<file path="config.mk">
export PLATFORM = sky130hd
export DESIGN_NAME = murmur_style_word_hash
export DESIGN_NICKNAME = d
export VERILOG_FILES = /design/src/rtl/mswh_pkg.sv /design/src/rtl/mswh_ctrl.sv /design/src/rtl/mswh_dp.sv /design/src/rtl/murmur_style_word_hash.sv
export SDC_FILE = /design/constraint.sdc
export NUM_CORES = 2
export LEC_CHECK = 0
export CORE_MARGIN = 2
export CORE_UTILIZATION = 55
export CTS_CLUSTER_DIAMETER = 30
export DETAILED_ROUTE_END_ITERATION = 12
export DONT_BUFFER_PORTS = 1
export PLACE_DENSITY = 0.7
export SLEW_MARGIN = 0
export SYNTH_ARGS = -nofsm -noshare
export SYNTH_HDL_FRONTEND = slang
export SYNTH_SLANG_ARGS = --single-unit
</file>
<file path="constraint.sdc">
create_clock -name clk -period 10.7 [get_ports clk]
set_clock_uncertainty 0.1 [all_clocks]
set_input_delay 2.14 -clock clk [delete_from_list [all_inputs] [get_ports clk]]
set_output_delay 2.14 -clock clk [all_outputs]
set_load 0.05 [all_outputs]
</file>
<file path="src/rtl/mswh_pkg.sv">
// ----------------------------------------------------------------------------
// mswh_pkg
// shared types and constants of the word-serial murmur-style hash
// ----------------------------------------------------------------------------
package mswh_pkg;

  localparam int WORD_W  = 64;
  localparam int HALF_W  = 32;
  localparam int HASH_W  = 32;
  localparam int CFG_W   = 32;
  localparam int CFG_IDX_W = 1;

  localparam logic [WORD_W-1:0] MUL_K1 = 64'h87c3_7b91_1142_53d5;
  localparam logic [WORD_W-1:0] MUL_K2 = 64'h4cf5_ad43_2745_937f;
  localparam logic [WORD_W-1:0] ADD_H  = 64'h0000_0000_52dc_e729;
  localparam logic [WORD_W-1:0] FIN_M1 = 64'hff51_afd7_ed55_8ccd;
  localparam logic [WORD_W-1:0] FIN_M2 = 64'hc4ce_b9fe_1a85_ec53;

  localparam int ROT_K     = 31;
  localparam int ROT_H     = 27;
  localparam int FIN_SHIFT = 33;

  localparam logic [CFG_W-1:0] SEED_RESET = 32'h0000_0000;
  localparam logic [CFG_W-1:0] LEN_RESET  = 32'h0001_0000;

  // configuration register indexes
  localparam logic [CFG_IDX_W-1:0] REG_SEED = 1'b0;
  localparam logic [CFG_IDX_W-1:0] REG_LEN  = 1'b1;

  // which constant the shared multiplier works against
  typedef enum logic [1:0] {
    SEL_K1,
    SEL_K2,
    SEL_M1,
    SEL_M2
  } mul_sel_t;

  typedef enum logic [3:0] {
    OP_NONE,
    OP_LOAD,
    OP_MUL0,
    OP_MUL1,
    OP_MUL2,
    OP_KROT,
    OP_HUPD,
    OP_FINA,
    OP_FINB,
    OP_FOUT
  } dp_op_t;

  typedef enum logic [3:0] {
    ST_IDLE,
    ST_MUL0,
    ST_MUL1,
    ST_MUL2,
    ST_KROT,
    ST_HUPD,
    ST_FINA,
    ST_FINB,
    ST_FOUT
  } state_t;

  typedef struct packed {
    dp_op_t   op;
    mul_sel_t sel;
  } dp_cmd_t;

  typedef struct packed {
    logic last;
    logic out_full;
  } dp_sts_t;

endpackage

</file>
<file path="src/rtl/mswh_ctrl.sv">
// ----------------------------------------------------------------------------
// mswh_ctrl
// sequencer: steps the shared multiplier through mix and finalizer
// ----------------------------------------------------------------------------
module mswh_ctrl (
  input  logic             clk,
  input  logic             rst_n,
  input  logic             in_valid,
  output logic             in_ready,
  input  mswh_pkg::dp_sts_t sts,
  output mswh_pkg::dp_cmd_t cmd
);
  import mswh_pkg::*;

  state_t   state_r, state_nxt;
  mul_sel_t mul_sel_r, mul_sel_nxt;

  always_ff @(posedge clk) begin
    if (!rst_n) begin
      state_r   <= ST_IDLE;
      mul_sel_r <= SEL_K1;
    end else begin
      state_r   <= state_nxt;
      mul_sel_r <= mul_sel_nxt;
    end
  end

  // next state
  always_comb begin
    state_nxt   = state_r;
    mul_sel_nxt = mul_sel_r;
    unique case (state_r)
      ST_IDLE: begin
        if (in_valid) begin
          state_nxt   = ST_MUL0;
          mul_sel_nxt = SEL_K1;
        end
      end
      ST_MUL0: state_nxt = ST_MUL1;
      ST_MUL1: state_nxt = ST_MUL2;
      ST_MUL2: begin
        unique case (mul_sel_r)
          SEL_K1: state_nxt = ST_KROT;
          SEL_K2: state_nxt = ST_HUPD;
          SEL_M1: state_nxt = ST_FINB;
          SEL_M2: state_nxt = ST_FOUT;
          default: state_nxt = ST_IDLE;
        endcase
      end
      ST_KROT: begin
        state_nxt   = ST_MUL0;
        mul_sel_nxt = SEL_K2;
      end
      ST_HUPD: state_nxt = sts.last ? ST_FINA : ST_IDLE;
      ST_FINA: begin
        state_nxt   = ST_MUL0;
        mul_sel_nxt = SEL_M1;
      end
      ST_FINB: begin
        state_nxt   = ST_MUL0;
        mul_sel_nxt = SEL_M2;
      end
      ST_FOUT: begin
        if (!sts.out_full) begin
          state_nxt = ST_IDLE;
        end
      end
      default: state_nxt = ST_IDLE;
    endcase
  end

  // outputs
  always_comb begin
    in_ready = 1'b0;
    cmd.op   = OP_NONE;
    cmd.sel  = mul_sel_r;
    unique case (state_r)
      ST_IDLE: begin
        in_ready = 1'b1;
        if (in_valid) begin
          cmd.op = OP_LOAD;
        end
      end
      ST_MUL0: cmd.op = OP_MUL0;
      ST_MUL1: cmd.op = OP_MUL1;
      ST_MUL2: cmd.op = OP_MUL2;
      ST_KROT: cmd.op = OP_KROT;
      ST_HUPD: cmd.op = OP_HUPD;
      ST_FINA: cmd.op = OP_FINA;
      ST_FINB: cmd.op = OP_FINB;
      ST_FOUT: begin
        if (!sts.out_full) begin
          cmd.op = OP_FOUT;
        end
      end
      default: cmd.op = OP_NONE;
    endcase
  end

endmodule

</file>
<file path="src/rtl/mswh_dp.sv">
// ----------------------------------------------------------------------------
// mswh_dp
// datapath: config registers, accumulator, shared 32x32 multiplier, output
// ----------------------------------------------------------------------------
module mswh_dp (
  input  logic                                clk,
  input  logic                                rst_n,
  input  logic                                cfg_we,
  input  logic [mswh_pkg::CFG_IDX_W-1:0]      cfg_index,
  input  logic [mswh_pkg::CFG_W-1:0]          cfg_wdata,
  input  logic [mswh_pkg::WORD_W-1:0]         in_data_word,
  input  logic                                in_last_word,
  output logic                                out_valid,
  input  logic                                out_ready,
  output logic [mswh_pkg::HASH_W-1:0]         out_hash_value,
  input  mswh_pkg::dp_cmd_t                   cmd,
  output mswh_pkg::dp_sts_t                   sts
);
  import mswh_pkg::*;

  logic [CFG_W-1:0]  seed_r;
  logic [CFG_W-1:0]  len_r;
  logic              at_start_r;
  logic              last_r;
  logic [WORD_W-1:0] acc_r;
  logic [WORD_W-1:0] opa_r;
  logic [WORD_W-1:0] prod_r;
  logic [HASH_W-1:0] hash_r;
  logic              out_valid_r;

  logic [WORD_W-1:0]   mul_b;
  logic [HALF_W-1:0]   mul_x;
  logic [HALF_W-1:0]   mul_y;
  logic [WORD_W-1:0]   mul_p;
  logic [HALF_W-1:0]   prod_hi_sum;
  logic [WORD_W-1:0]   k_rot;
  logic [WORD_W-1:0]   h_mix;
  logic [WORD_W-1:0]   h_rot;
  logic [WORD_W-1:0]   h_nxt;
  logic [WORD_W-1:0]   acc_fold;
  logic [WORD_W-1:0]   prod_fold;

  // constant operand of the current multiply
  always_comb begin
    case (cmd.sel)
      SEL_K1:  mul_b = MUL_K1;
      SEL_K2:  mul_b = MUL_K2;
      SEL_M1:  mul_b = FIN_M1;
      default: mul_b = FIN_M2;
    endcase
  end

  // low 64 bits of a 64x64 product over three passes:
  // lo*lo, then lo*hi and hi*lo folded into the upper half
  always_comb begin
    case (cmd.op)
      OP_MUL1: begin
        mul_x = opa_r[HALF_W-1:0];
        mul_y = mul_b[WORD_W-1:HALF_W];
      end
      OP_MUL2: begin
        mul_x = opa_r[WORD_W-1:HALF_W];
        mul_y = mul_b[HALF_W-1:0];
      end
      default: begin
        mul_x = opa_r[HALF_W-1:0];
        mul_y = mul_b[HALF_W-1:0];
      end
    endcase
  end

  assign mul_p       = {{HALF_W{1'b0}}, mul_x} * {{HALF_W{1'b0}}, mul_y};
  assign prod_hi_sum = prod_r[WORD_W-1:HALF_W] + mul_p[HALF_W-1:0];

  assign k_rot     = {prod_r[WORD_W-1-ROT_K:0], prod_r[WORD_W-1:WORD_W-ROT_K]};
  assign h_mix     = acc_r ^ prod_r;
  assign h_rot     = {h_mix[WORD_W-1-ROT_H:0], h_mix[WORD_W-1:WORD_W-ROT_H]};
  assign h_nxt     = {h_rot[WORD_W-3:0], 2'b00} + h_rot + ADD_H;
  assign acc_fold  = acc_r ^ (acc_r >> FIN_SHIFT);
  assign prod_fold = prod_r ^ (prod_r >> FIN_SHIFT);

  // config and control state
  always_ff @(posedge clk) begin
    if (!rst_n) begin
      seed_r      <= SEED_RESET;
      len_r       <= LEN_RESET;
      at_start_r  <= 1'b1;
      out_valid_r <= 1'b0;
    end else begin
      if (cfg_we) begin
        unique case (cfg_index)
          REG_SEED: seed_r <= cfg_wdata;
          REG_LEN:  len_r  <= cfg_wdata;
          default: ;
        endcase
      end
      if (cmd.op == OP_HUPD) begin
        at_start_r <= last_r;
      end
      if (cmd.op == OP_FOUT) begin
        out_valid_r <= 1'b1;
      end else if (out_ready) begin
        out_valid_r <= 1'b0;
      end
    end
  end

  // payload registers
  always_ff @(posedge clk) begin
    case (cmd.op)
      OP_LOAD: begin
        opa_r  <= in_data_word;
        last_r <= in_last_word;
        if (at_start_r) begin
          acc_r <= {{(WORD_W-CFG_W){1'b0}}, seed_r ^ len_r};
        end
      end
      OP_MUL0: prod_r <= mul_p;
      OP_MUL1, OP_MUL2: prod_r[WORD_W-1:HALF_W] <= prod_hi_sum;
      OP_KROT: opa_r  <= k_rot;
      OP_HUPD: acc_r  <= h_nxt;
      OP_FINA: opa_r  <= acc_fold;
      OP_FINB: opa_r  <= prod_fold;
      OP_FOUT: hash_r <= prod_fold[HASH_W-1:0];
      default: ;
    endcase
  end

  assign out_valid      = out_valid_r;
  assign out_hash_value = hash_r;
  assign sts.last       = last_r;
  assign sts.out_full   = out_valid_r && !out_ready;

endmodule

</file>
<file path="src/rtl/murmur_style_word_hash.sv">
// ----------------------------------------------------------------------------
// murmur_style_word_hash
// word-serial murmur3-x64-style hash of 64-bit words, 32-bit result
// ----------------------------------------------------------------------------
// Words of a message are taken one at a time; the first word of a message
// starts the accumulator from seed xor byte_length, and the word flagged
// last runs the fmix64 finalizer and posts the low 32 bits on the result
// channel. All 64-bit multiplies go through one 32x32 multiplier in three
// passes each, so a word that is not last holds in_ready low after its
// transaction until its multiply passes and fixups are done, and a last
// word until the finalizer has also run and any previous hash still
// sitting in the output register has been taken. The output register
// lets the next message start while a hash waits to be taken. seed and
// byte_length are sampled on the first word of each message.
// ----------------------------------------------------------------------------
module murmur_style_word_hash (
  input  logic                            clk,
  input  logic                            rst_n,
  // configuration write port
  input  logic                            cfg_we,
  input  logic [mswh_pkg::CFG_IDX_W-1:0]  cfg_index,
  input  logic [mswh_pkg::CFG_W-1:0]      cfg_wdata,
  // word input
  input  logic                            in_valid,
  output logic                            in_ready,
  input  logic [mswh_pkg::WORD_W-1:0]     in_data_word,
  input  logic                            in_last_word,
  // hash output
  output logic                            out_valid,
  input  logic                            out_ready,
  output logic [mswh_pkg::HASH_W-1:0]     out_hash_value
);
  import mswh_pkg::*;

  // commands from the sequencer, status back from the datapath
  dp_cmd_t cmd;
  dp_sts_t sts;

  // sequencer: one word in flight, walks multiply passes and fixups
  mswh_ctrl u_ctrl (
    .clk      (clk),
    .rst_n    (rst_n),
    .in_valid (in_valid),
    .in_ready (in_ready),
    .sts      (sts),
    .cmd      (cmd)
  );

  // datapath: registers, shared multiplier, rotate/xor logic, output register
  mswh_dp u_dp (
    .clk            (clk),
    .rst_n          (rst_n),
    .cfg_we         (cfg_we),
    .cfg_index      (cfg_index),
    .cfg_wdata      (cfg_wdata),
    .in_data_word   (in_data_word),
    .in_last_word   (in_last_word),
    .out_valid      (out_valid),
    .out_ready      (out_ready),
    .out_hash_value (out_hash_value),
    .cmd            (cmd),
    .sts            (sts)
  );

endmodule

</file>
# After elaboration in Yosys (flattened, before gate mapping)
# Index checks and enable logic that the tools add are counted.
[word_totals] ff_bits=297 out_inout_bits=34 wordCells=80
[op_classes] add_sub_neg=3 n_mul=1 eq_ne=23 mux=20 n_bitwise=5 reduce_logical=16
[op_table] op="case mux 64 bit (4 select lines)" n=1
[op_table] op="case mux 64 bit (3 select lines)" n=1
[op_table] op="case mux 64 bit (2 select lines)" n=1
[op_table] op="XOR 64 x 31 -> 64 bit" n=2
[op_table] op="adder 64 x 31 -> 64 bit, second input constant" n=1
[op_table] op="adder 64 bit" n=1
[op_table] op="multiplier 32 x 32 -> 64 bit" n=1
[op_table] op="2-to-1 mux 32 bit" n=2
[op_table] op="2-to-1 mux 64 bit" n=1
[op_table] op="case mux 32 bit (2 select lines)" n=1
[op_table] op="XOR 64 bit" n=1
[op_table] op="case mux 4 bit (9 select lines)" n=1
[op_table] op="adder 32 bit" n=1
[op_table] op="equality test 4 x 3 -> 1 bit, second input constant" n=8
[op_table] op="XOR 32 bit" n=1
[op_table] op="case mux 4 bit (7 select lines)" n=1
[op_table] op="equality test 4 x 2 -> 1 bit, second input constant" n=4
[op_table] op="case mux 4 bit (4 select lines)" n=1
[op_table] op="equality test 4 bit, second input constant" n=3
[op_table] op="2-to-1 mux 4 bit" n=3
[op_table] op="AND reduction 2 bit" n=5
[op_table] op="equality test 4 x 1 -> 1 bit, second input constant" n=2
[op_table] op="case mux 2 bit (4 select lines)" n=1
[op_table] op="nonzero test 4 bit" n=2
[op_table] op="other kinds (15)" n=22

# Logic depth before layout (Yosys ltp)
[logic_depth] word_depth=9 mapped_depth=44

# Modules after synthesis
# From an unflattened synthesis, not the netlist that was laid out.
[hier_totals] cells_unflattened=5838 hier_area_um2=52347.7
[modules_own_cells] mod="mswh_dp" instances=1 cells_per_inst=5783 area_per_inst_um2=51913.5 seq_area_each_um2=8077.7
[modules_own_cells] mod="mswh_ctrl" instances=1 cells_per_inst=55 area_per_inst_um2=434.2 seq_area_each_um2=120.1

# Least setup slack after synthesis
# Ideal clock, no wire load.
[synth_path] kind="flip-flop to flip-flop" startpoint="register u_ctrl.state_r[1]" endpoint="register u_dp.prod_r[63] (data pin)" setup_time_ns=0.261 t_arrival_ns=9.533 required_ns=10.339 slack_ns=0.806 stages_incl_launch_ff=43 cell_sequence="dfxtp_1 clkbuf_1 nor3b_1 and2_1 clkbuf_1 clkbuf_1 buf_2 mux2i_1 clkbuf_1 nor2_1 fa_1 fa_1 fa_1 inv_1 fa_1 inv_1 fa_1 ha_1 [7 not listed] o21ai_0 nor2_1 o21ai_0 nand3_1 nand2_1 xor2_1 ha_1 and3_1 clkbuf_1 nand3_1 o21ai_0 o21a_1 o211ai_1 nand2_1 a221oi_1 xnor3_1 nor2_1 nor4_1"
[synth_via] elab_chain_cells=7 word_cells_on_any_way=19 classes_between="1 x add/sub; 1 x mul; 11 x eq/ne; 4 x mux; 2 x reduce/logical"
[synth_lines] element="from (decl)" line="mswh_ctrl.sv:15" text="state_t state_r, state_nxt;"
[synth_lines] element="from (signal assigned)" line="mswh_ctrl.sv:23" text="state_r <= state_nxt;"
[synth_lines] element="equality test 4 bit (tied with other cells)" line="mswh_ctrl.sv:77" text="unique case (state_r)"
[synth_lines] element="case mux 4 bit (9 select lines) *" line="mswh_ctrl.sv:77"
[synth_lines] element="equality test 4 x 3 -> 1 bit or equality test 4 x 2 -> 1 bit (tied branches)" line="mswh_dp.sv:56" text="case (cmd.op)"
[synth_lines] element="2-to-1 mux 32 bit" line="mswh_dp.sv:56"
[synth_lines] element="multiplier 32 x 32 -> 64 bit *" line="mswh_dp.sv:72" text="assign mul_p = {{HALF_W{1'b0}}, mul_x} * {{HALF_W{1'b0}}, mul_y};"
[synth_lines] element="named net u_dp.mul_p[23]" line="mswh_dp.sv:34" text="logic [WORD_W-1:0] mul_p;"
[synth_lines] element="adder 32 bit *" line="mswh_dp.sv:73" text="assign prod_hi_sum = prod_r[WORD_W-1:HALF_W] + mul_p[HALF_W-1:0];"
[synth_lines] element="case mux 32 bit (2 select lines) *" line="mswh_dp.sv:110" text="case (cmd.op)"
[synth_lines] element="to (signal assigned)" line="mswh_dp.sv:118" text="OP_MUL0: prod_r <= mul_p;"
[synth_lines] element="to (signal, indexed assignment)" line="mswh_dp.sv:119" text="OP_MUL1, OP_MUL2: prod_r[WORD_W-1:HALF_W] <= prod_hi_sum;"
[synth_lines] element="to (decl)" line="mswh_dp.sv:27" text="logic [WORD_W-1:0] prod_r;"
# Mark *: on every way through the listed nets, which the timed path passes. The rest lies on a longest branch.
# A chain may end at the register's enable or synchronous reset.

# Final worst setup path
[layout_path] startpoint="register u_ctrl.state_r[3]" endpoint="register u_dp.prod_r[60] (data pin)"
# The elaborated chain is that of the path after synthesis.

==> out/qor.csv <==
metric;value;unit
WL per Instance;27.27;um
post-synthesis sequential area ratio;0.1562;
ys flop type;edfxtp_1;
TritonCTS sink count;297;
final non-filler cell total;7131;
final instance area;56810;um^2
Clock Tree Root;clkbuf_16;
worst slew pin tran;1.307;ns
worst skew pair latency;0.64;ns
drt drc;0;
Detail Route Antenna Nets;0;
Core Util, Final;0.5997;
Yosys top cell by area;fa_1;
# Max-Cap Violations;0;
Vias;43450;
endpoint class of the critical path;flip-flop;
fin. max-slew vios;0;
area of the multi-input gates;39830;um^2
DP Area;54630;um^2
die height;312.9;um
vias per cell;6.093;
CTS Buf Count;57;
Mapped Nets;7256;
hold-fix buffers at CTS;0;
Crit Path Max Fanout;18;
final period utilization;0.9695;
crit path from;u_ctrl.state_r[3];
Final Hold Viols;0;
CTS tree;built;
RSZ-0062 raised after global routing;yes;
Synth-to-Final Area Change;8.252;%
first-pass GRT wire length;289000;um
# IOs;137;
layout cells sized above 1;0.07325;
Slowest Stage Delay on Critical Path;0.62;ns
GR Overflow Total;0;
Post-synth EDFFs;225;
GR Util All Layers;0.4006;
dominant cells by area after synthesis;fa_1 34%, edfxtp_1 13%, ha_1 10%;
worst min-delay path category;flip-flop to flip-flop;
port bufs;0;
nets;7232;
Post-Synthesis Cells;5832;
Post-DP HPWL;163100;um
Starting Density;0.5540;
sequential cell area;8199;um^2
H-tree depth;2;
beginning of the worst register-to-register path;u_ctrl.state_r[3];
Synth async-reset ratio;0;
Die ar.;97900;um^2
drt first pass iters;6;
Worst-path clk slew;0.05;ns
first-iteration detailed-routing DRC count;5353;
Slew headroom;0.1253;
Post-Synthesis Cell Area;52480;um^2
Fin Setup TNS;0;ns
Crit path required time;11.08;ns
Avg Cell Area, Syn;8.998;um^2
core area;94730;um^2
initial antenna violation count;20;
min Tclk post-route;10.37;ns
Row Count;113;
Crit path arrival time;10.75;ns
Routed WL;194400;um
placed insts;7010;
synth unique cells;84;
WS Path Type;flip-flop to flip-flop;
number of global-route vias before repair;43780;
fraction of synthesized cell area taken by the top area cell type;0.3422;
Min-Delay Startpoint;u_dp.seed_r[22];
largest net degree at the start of global routing;72;
Worst setup SP type;flip-flop;
fillers;8325;
Yosys reg bits;297;
Max Root-Sink Buffers;3;
f_max;96.40;MHz
chip width;312.9;um
Yosys warning count;0;
Crit path top cell by count;fa_1;
final setup violating endpoints;0;
gpl congestion;1.055;
Crit-path slowest cell;xnor2_1;
outcome;finished, final reports clean;
[worst max-delay path: cells and delay by family (launching register included)]
family	cells	cell delay [ns]
fa+ha+maj	10	4.25
simple gates	8	1.99
xor+xnor	1	0.62
compound gates	8	2.17
flops	1	0.43
buf+inv	6	0.69
[sequential cells by signal, summed over array words and instances (netlist names)]
signal	cells
u_dp.last_r	1
u_dp.at_start_r	1
u_ctrl.state_r	4
u_dp.prod_r	64
u_dp.acc_r	64
u_dp.len_r	32
u_dp.out_hash_value	32
u_dp.opa_r	64
u_dp.out_valid	1
u_ctrl.mul_sel_r	2
u_dp.seed_r	32
[timing repair]
item,in CTS,in global routing
gates resized for setup,4,24
pin swaps,0,1
gates cloned,0,1
endpoints found under the setup margin,3,7
setup buffers,0,3
[per-layer routing]
metal	vias to the layer above	track usage	wire length, um
li1	18560	-	-
met1	21530	0.5317	73260
met2	2756	0.6005	84530
met3	586	0.1064	23430
met4	20	0.2185	13100
met5	-	0	127
[layout by cell type (no fill, tap or decap), drive strengths merged, types with 83 or more instances in the layout]
cell type	n
a21o	102
a21oi	197
a22oi	127
buf	213
edfxtp	225
fa	897
ha	424
inv	973
nand2	884
nand3	104
nor2	513
o21ai	145
xnor2	83
xor2	195
[cell families (layout without fill, tap and decap cells)]
group,after synthesis,count (layout),share of synthesized area
AO/OA/AOI/OAI,823,823,0.1037
XOR/XNOR,279,279,0.04683
adder cells (fa/ha/maj),1321,1321,0.4433
buffers and inverters,1245,1269,0.08948
flip-flops,297,297,0.1562
multiplexers,81,81,0.01628
other,0,9,0
AND/OR/NAND/NOR,1786,1787,0.1442
[Yosys cell counts (102+ instances only)]
cell,number
o21ai_0,138
xor2_1,195
nor2_1,513
nand3_1,104
a21oi_1,196
a22oi_1,127
ha_1,424
nand2_1,884
fa_1,897
edfxtp_1,225
inv_1,948
a21o_1,102
clkbuf_1,267
[final cells by class]
type / count / area share
clock buffers: 59 / 0.02599
inverters: 948 / 0.06264
flip-flops and latches: 297 / 0.1443
well taps: 1265 / 0.02786
multi-input cells: 4291 / 0.7011
clock inverters: 49 / 0.009184
diodes: 9 / 0.0003964
repair buffers: 213 / 0.02850
[worst paths after layout]
path | endpoint | slack (ns) | depth (start not counted)
worst max register to register | u_dp.prod_r[60] | 0.33 | 33
worst min-delay path | u_dp.seed_r[22] | 0.37 | 2
worst min register to register | u_dp.seed_r[22] | 0.37 | 2
worst max-delay path | u_dp.prod_r[60] | 0.33 | 33
[through the flow]
| step | hold slack (ns) | worst slack, ns |
|---|---|---|
| 2_1_floorplan | 0.3551 | 0.8061 |
| 3_3_place_gp | 0.3612 | -0.2629 |
| 3_5_place_dp | 0.3677 | -0.2285 |
| 4_1_cts | 0.3743 | 0.1354 |
| 5_1_grt | 0.3898 | 0.005568 |
| 6_report | 0.3691 | 0.3264 |
Power is left out: the tool's default activity adds up to more than one toggle a clock period on the data nets, which glitch-free logic cannot reach.
